**src/rtl/mtat_pkg.sv**
```systemverilog
// mtat_pkg: shared constants and register codes for the multi-turn angle tracker
// no dependencies; imported by multi_turn_angle_tracker, mtat_checker and testbench

package mtat_pkg;

  // field widths
  localparam int unsigned ANGLE_W  = 12;
  localparam int unsigned POS_W    = 17;
  localparam int unsigned TURNS_W  = 5;
  localparam int unsigned DBAND_W  = 8;
  localparam int unsigned CFG_IDX_W  = 2;
  localparam int unsigned CFG_DATA_W = 12;

  // default parameter values
  localparam int unsigned COUNTS_PER_TURN_DEF = 4096;
  localparam int unsigned TURN_LIMIT_DEF      = 15;

  // clamp for the unwrapped position
  localparam int unsigned POS_MAX = 65535;

  // configuration register indexes
  typedef enum logic [CFG_IDX_W-1:0] {
    CFG_WRAP_UPPER = 2'd0,
    CFG_WRAP_LOWER = 2'd1,
    CFG_DEADBAND   = 2'd2
  } cfg_idx_e;

  // register reset values
  localparam logic [ANGLE_W-1:0] WRAP_UPPER_RST = 12'd2596;
  localparam logic [ANGLE_W-1:0] WRAP_LOWER_RST = 12'd1596;
  localparam logic [DBAND_W-1:0] DEADBAND_RST   = 8'd2;

endpackage

```
**src/rtl/multi_turn_angle_tracker.sv**
```systemverilog
// multi_turn_angle_tracker: top level, turn counting and deadband hold of a single-turn angle
// depends on mtat_pkg

// The block takes one angle word per clock while not stalled and returns one result word per
// angle word. An accepted word passes the input register, then the result register; a stalled
// result register can hold it in the input register. Sustained rate is one word per cycle
// while the result side is not stalled; the turn count, turn offset and held position loop
// through their own registers, which allows that rate. A full result register that is stalled
// stalls the input side in the same cycle once the input register also holds a word. The first
// word after reset only primes the previous angle. Turn offset is kept as a running multiple
// of COUNTS_PER_TURN, so no multiplier is needed. Configuration writes are always ready and
// are meant to happen while the block is idle; unknown indexes are ignored.
module multi_turn_angle_tracker
  import mtat_pkg::*;
#(
  parameter int unsigned COUNTS_PER_TURN = COUNTS_PER_TURN_DEF,
  parameter int unsigned TURN_LIMIT      = TURN_LIMIT_DEF
) (
  input  logic                         clk_i,
  input  logic                         rst_ni,
  // configuration write channel
  input  logic                         cfg_valid_i,
  output logic                         cfg_ready_o,
  input  logic [CFG_IDX_W-1:0]         cfg_index_i,
  input  logic [CFG_DATA_W-1:0]        cfg_data_i,
  // angle input channel
  input  logic                         in_valid_i,
  output logic                         in_stall_o,
  input  logic [ANGLE_W-1:0]           angle_i,
  // result channel
  output logic                         out_valid_o,
  input  logic                         out_stall_i,
  output logic signed [POS_W-1:0]      position_o,
  output logic signed [TURNS_W-1:0]    turns_o,
  output logic                         updated_o
);

  // internal widths derived from the parameters
  localparam int unsigned TURN_W  = $clog2(TURN_LIMIT + 1) + 1;
  localparam int unsigned OFS_W   = $clog2(TURN_LIMIT * COUNTS_PER_TURN + 1) + 1;
  localparam int unsigned UNW_W   = ((OFS_W > POS_W) ? OFS_W : POS_W) + 1;
  localparam int unsigned CLMP_W  = POS_W + 1;
  localparam int unsigned DIFF_W  = POS_W + 2;

  localparam logic signed [TURN_W-1:0] TURN_MAX = TURN_W'(TURN_LIMIT);
  localparam logic signed [TURN_W-1:0] TURN_MIN = -TURN_W'(TURN_LIMIT);
  localparam logic signed [OFS_W-1:0]  OFS_STEP = OFS_W'(COUNTS_PER_TURN);
  localparam logic signed [UNW_W-1:0]  UNW_MAX  = UNW_W'(POS_MAX);
  localparam logic signed [UNW_W-1:0]  UNW_MIN  = -UNW_W'(POS_MAX);

  // configuration registers
  logic [ANGLE_W-1:0] wrap_upper_q;
  logic [ANGLE_W-1:0] wrap_lower_q;
  logic [DBAND_W-1:0] deadband_q;

  assign cfg_ready_o = 1'b1;

  always_ff @(posedge clk_i or negedge rst_ni) begin
    if (!rst_ni) begin
      wrap_upper_q <= WRAP_UPPER_RST;
      wrap_lower_q <= WRAP_LOWER_RST;
      deadband_q   <= DEADBAND_RST;
    end else if (cfg_valid_i && cfg_ready_o) begin
      case (cfg_index_i)
        CFG_WRAP_UPPER: wrap_upper_q <= cfg_data_i;
        CFG_WRAP_LOWER: wrap_lower_q <= cfg_data_i;
        CFG_DEADBAND:   deadband_q   <= cfg_data_i[DBAND_W-1:0];
        default: ;
      endcase
    end
  end

  // handshake: stage 1 advances whenever the result register is free or draining
  logic out_valid_q;
  logic s1_valid_q;
  logic out_blocked;
  logic in_fire;
  logic s1_fire;

  assign out_blocked = out_valid_q && out_stall_i;
  assign in_stall_o  = s1_valid_q && out_blocked;
  assign in_fire     = in_valid_i && !in_stall_o;
  assign s1_fire     = s1_valid_q && !out_blocked;

  // input register
  logic [ANGLE_W-1:0] s1_angle_q;

  always_ff @(posedge clk_i or negedge rst_ni) begin
    if (!rst_ni) begin
      s1_valid_q <= 1'b0;
    end else if (in_fire) begin
      s1_valid_q <= 1'b1;
    end else if (s1_fire) begin
      s1_valid_q <= 1'b0;
    end
  end

  always_ff @(posedge clk_i) begin
    if (in_fire) begin
      s1_angle_q <= angle_i;
    end
  end

  // tracker state
  logic                      primed_q;
  logic [ANGLE_W-1:0]        prev_angle_q;
  logic signed [TURN_W-1:0]  turn_q, turn_d;
  logic signed [OFS_W-1:0]   offset_q, offset_d;
  logic signed [POS_W-1:0]   held_q, held_d;
  logic                      upd;

  logic                      wrap_up;
  logic                      wrap_down;
  logic signed [UNW_W-1:0]   unwrapped;
  logic signed [CLMP_W-1:0]  unw_clamped;
  logic signed [DIFF_W-1:0]  diff;
  logic [DIFF_W-1:0]         diff_abs;

  // turn detection, unwrap, clamp and deadband compare
  always_comb begin
    wrap_up   = (prev_angle_q > wrap_upper_q) && (s1_angle_q <= wrap_lower_q);
    wrap_down = !wrap_up && (s1_angle_q > wrap_upper_q) && (prev_angle_q <= wrap_lower_q);

    turn_d   = turn_q;
    offset_d = offset_q;
    if (primed_q) begin
      if (wrap_up && (turn_q < TURN_MAX)) begin
        turn_d   = turn_q + TURN_W'(1);
        offset_d = offset_q + OFS_STEP;
      end else if (wrap_down && (turn_q > TURN_MIN)) begin
        turn_d   = turn_q - TURN_W'(1);
        offset_d = offset_q - OFS_STEP;
      end
    end

    unwrapped = signed'(UNW_W'(s1_angle_q)) + UNW_W'(offset_d);
    if (unwrapped > UNW_MAX) begin
      unw_clamped = CLMP_W'(UNW_MAX);
    end else if (unwrapped < UNW_MIN) begin
      unw_clamped = CLMP_W'(UNW_MIN);
    end else begin
      unw_clamped = CLMP_W'(unwrapped);
    end

    diff     = DIFF_W'(unw_clamped) - DIFF_W'(held_q);
    diff_abs = diff[DIFF_W-1] ? DIFF_W'(-diff) : DIFF_W'(diff);

    upd    = primed_q && (diff_abs >= DIFF_W'(deadband_q));
    held_d = upd ? POS_W'(unw_clamped) : held_q;
  end

  always_ff @(posedge clk_i or negedge rst_ni) begin
    if (!rst_ni) begin
      primed_q     <= 1'b0;
      prev_angle_q <= '0;
      turn_q       <= '0;
      offset_q     <= '0;
      held_q       <= '0;
    end else if (s1_fire) begin
      primed_q     <= 1'b1;
      prev_angle_q <= s1_angle_q;
      turn_q       <= turn_d;
      offset_q     <= offset_d;
      held_q       <= held_d;
    end
  end

  // result register
  logic signed [POS_W-1:0]   position_q;
  logic signed [TURNS_W-1:0] turns_q;
  logic                      updated_q;

  always_ff @(posedge clk_i or negedge rst_ni) begin
    if (!rst_ni) begin
      out_valid_q <= 1'b0;
    end else if (s1_fire) begin
      out_valid_q <= 1'b1;
    end else if (!out_stall_i) begin
      out_valid_q <= 1'b0;
    end
  end

  always_ff @(posedge clk_i) begin
    if (s1_fire) begin
      position_q <= -held_d;
      turns_q    <= TURNS_W'(turn_d);
      updated_q  <= upd;
    end
  end

  assign out_valid_o = out_valid_q;
  assign position_o  = position_q;
  assign turns_o     = turns_q;
  assign updated_o   = updated_q;

endmodule

```
**config.mk**
```make
export PLATFORM = sky130hd
export DESIGN_NAME = multi_turn_angle_tracker
export DESIGN_NICKNAME = d
export VERILOG_FILES = /design/src/rtl/mtat_pkg.sv /design/src/rtl/multi_turn_angle_tracker.sv
export SDC_FILE = /design/constraint.sdc
export NUM_CORES = 1
export LEC_CHECK = 0
export ABC_AREA = 0
export BUFFER_PORTS_ARGS = -buffer_cell sky130_fd_sc_hd__buf_2
export CAP_MARGIN = 20
export CORE_MARGIN = 4
export CORE_UTILIZATION = 56
export CTS_CLUSTER_DIAMETER = 150
export CTS_CLUSTER_SIZE = 14
export DETAILED_ROUTE_END_ITERATION = 8
export HOLD_SLACK_MARGIN = 0.05
export PLACE_DENSITY = 0.79
export SYNTH_ARGS = -nofsm -noshare
export SYNTH_HDL_FRONTEND = slang
export SYNTH_SLANG_ARGS = --single-unit
```
**constraint.sdc**
```tcl
create_clock -name clk_i -period 8.3 [get_ports clk_i]
set_clock_uncertainty 0.15 [all_clocks]
set_input_delay 1.66 -clock clk_i [delete_from_list [all_inputs] [get_ports clk_i]]
set_output_delay 1.66 -clock clk_i [all_outputs]
set_load 0.01 [all_outputs]
```
==> metrics.txt <==
final wirelength ~21,000 microns; pin count of the biggest net entering global routing between 70 and 80; vias in the first global route roughly 6,600; Crit path required time roughly 8.3 ns; Final setup viols 0; reg2reg setup slack about 0.020 ns; Post-Synthesis Cell Area between 7000 and 8000 sq um; ys async rst share 0.679; most frequent cells in the layout buf_4, nand2_1, inv_1, dfrtp_1, ha_1; Pins Over Slew Limit 0; Synth area leaders dfrtp_1, edfxtp_1, ha_1; Initial Util 0.579; share of layout cells above drive strength 1 0.307; fillers approximately 970; Hold Crit Start offset_q[16]$_DFFE_PN0P_; final routed DRC violation total 0; Placer Congestion about 0.97; number of routed nets with antenna violations 0; Overall Global Routing Usage 0.249; most used cell, CP nor2_1; Die ar. around 16,000 sq um; TNS Setup 0 ns; num rows 42; I/O Buffers 55; Least-Margin Pin Slew approximately 0.95 ns; WHS between 0.3 and 0.4 ns; Primary FF master, synth dfrtp_1; TritonCTS clock tree yes; global-route wire length before repair 32,100 microns; DP Wirelength 15,100 microns; RSZ-0062 raised after global routing yes; DR vias/cell 5.84; Final Cycle Share 0.998; GRT overflow 0; clk buf depth 2; worst-skew pair later-pin latency 0.37 ns; Setup crit end kind register; via count slightly below 7,000; Netlist cell types 65; CP top delay family compound AO/OA/AOI/OAI gates; IO Count 57; Fin. Hold Viols 0; Mean Syn Cell Area 9.28 sq um; YS warnings 0; most common cell after layout, fill and taps aside buf_4; number of enable flip-flop cells after synthesis 35; Die Y 126 microns; sequential cell area fraction in the yosys report 0.376; Critical Path AT between 8 and 9 ns; Critical R2R Capture position_o[16]$_DFFE_PP_; DRT iter0 DRCs just under 500; H-Tree Depth 3; HP Class reg2reg; die span in x between 100 and 150 microns; area occupied by registers slightly below 3000 sq um; Area growth, synth to finish 26.8%; CP startpoint kind register; Final min period 8.28 ns; Synth Instances approximately 840; Crit Path Max Fanout 6; Yosys reg bits approximately 110; CP Class reg2reg; hold path endpoint offset_q[16]$_DFFE_PN0P_; Register-to-Register Path Depth 36; relative slew slack 0.368; status finished, final reports clean; CP Depth 36; Util after Layout 0.734; Antenna Cells 0; routed len/inst roughly 19 microns; area of the multi-input gates 5060 sq um; FF-to-FF Start s1_angle_q[1]$_DFFE_PP_; initial antenna violation count 0; placed instance area a little under 9000 sq um; Post-Layout Inst Area between 9000 and 10,000 sq um; # hold bufs at CTS 0; fmax roughly 120 MHz; Critical path origin s1_angle_q[1]$_DFFE_PP_; critical path's slowest cell edfxtp_1; crit-path max cell delay 0.49 ns; clock root cell clkbuf_16; Mapped Nets approximately 950; Core Area 13,400 sq um; hold path cells 1; Clock Sinks approximately 110; max_cap viols 0; Total Nets Final between 1,000 and 1,500; share of the synthesized area in the top cell type 0.203; Detailed Routing Iterations Pass 1 5; CP bufs+invs 3; number of buffers created by CTS 9; Yosys top cell by area dfrtp_1; Clock Pin Slew Worst Setup and Hold Paths 0.07 ns
## flip-flops by register name, summed over array words and instances (netlist names), 5 cells and up
| signal | flops |
|---|---|
| position_o | 17 |
| held_q | 17 |
| deadband_q | 8 |
| offset_q | 5 |
| turn_q | 5 |
| prev_angle_q | 12 |
| s1_angle_q | 12 |
| wrap_lower_q | 12 |
| wrap_upper_q | 12 |
| turns_o | 5 |
## synth_stat cells, drive strengths merged, types with 5 or more instances
library cell,instances
clkbuf,16
mux2i,8
nand4,18
dfrtp,63
nand2b,11
nor3,17
o21ai,57
a31oi,8
inv,72
xnor2,44
nand2,96
dfstp,11
mux2,34
nor2,56
a21o,20
xor2,16
nor2b,22
o21a,7
a211oi,5
ha,81
edfxtp,35
nand3,17
nor4,5
a21oi,40
buf,9
## through the flow
step	worst slack, ns	std cells
floorplan	0.0180	835
detailed placement	-0.0148	1128
global route	-0.417	1157
CTS	0.0146	1144
global placement	0.185	1128
finish	0.0197	1157
## timing repair
action / 4_1_cts / 5_1_grt
endpoints found under the setup margin: 4 / 32
buffers inserted: 0 / 12
pin swaps: 3 / 42
cloned: 0 / 1
endpoints found under the hold margin: 0 / 0
gates resized for setup: 1 / 94
## final cells by class
cell class	instances	area share
Clock buffer	11	0.0237
Clock inverter	5	0.00776
Inverter	72	0.0277
Multi-Input combinational cell	629	0.515
Sequential cell	109	0.297
Tap cell	176	0.0224
Timing Repair Buffer	155	0.107
## layer usage
metal / up-vias / global-route usage / share of wire
li1: 3232 / - / -
met1: 3217 / 0.328 / 0.41
met2: 261 / 0.422 / 0.51
met3: 50 / 0.0271 / 0.053
met4: 0 / 0.100 / 0.030
met5: - / 0 / 0
## cells by family after synthesis
group           share of synthesized area
xor+xnor                           0.0678
flops                               0.376
other cells                      0.000484
buf+inv                            0.0494
compound gates                      0.144
mux                                0.0597
simple gates                        0.169
fa+ha+maj                           0.133
## worst max-delay path by stage
stage	endpoint	slack (ns)
2_1_floorplan	position_o[16]$_DFFE_PP_	0.02
3_3_place_gp	position_o[16]$_DFFE_PP_	0.19
3_5_place_dp	position_o[16]$_DFFE_PP_	-0.01
4_1_cts	position_o[14]$_DFFE_PP_	0.01
5_1_grt	position_o[16]$_DFFE_PP_	-0.42
6_report	position_o[16]$_DFFE_PP_	0.02
Power is left out: the tool's default activity adds up to more than one toggle a clock period on the data nets, which glitch-free logic cannot reach.
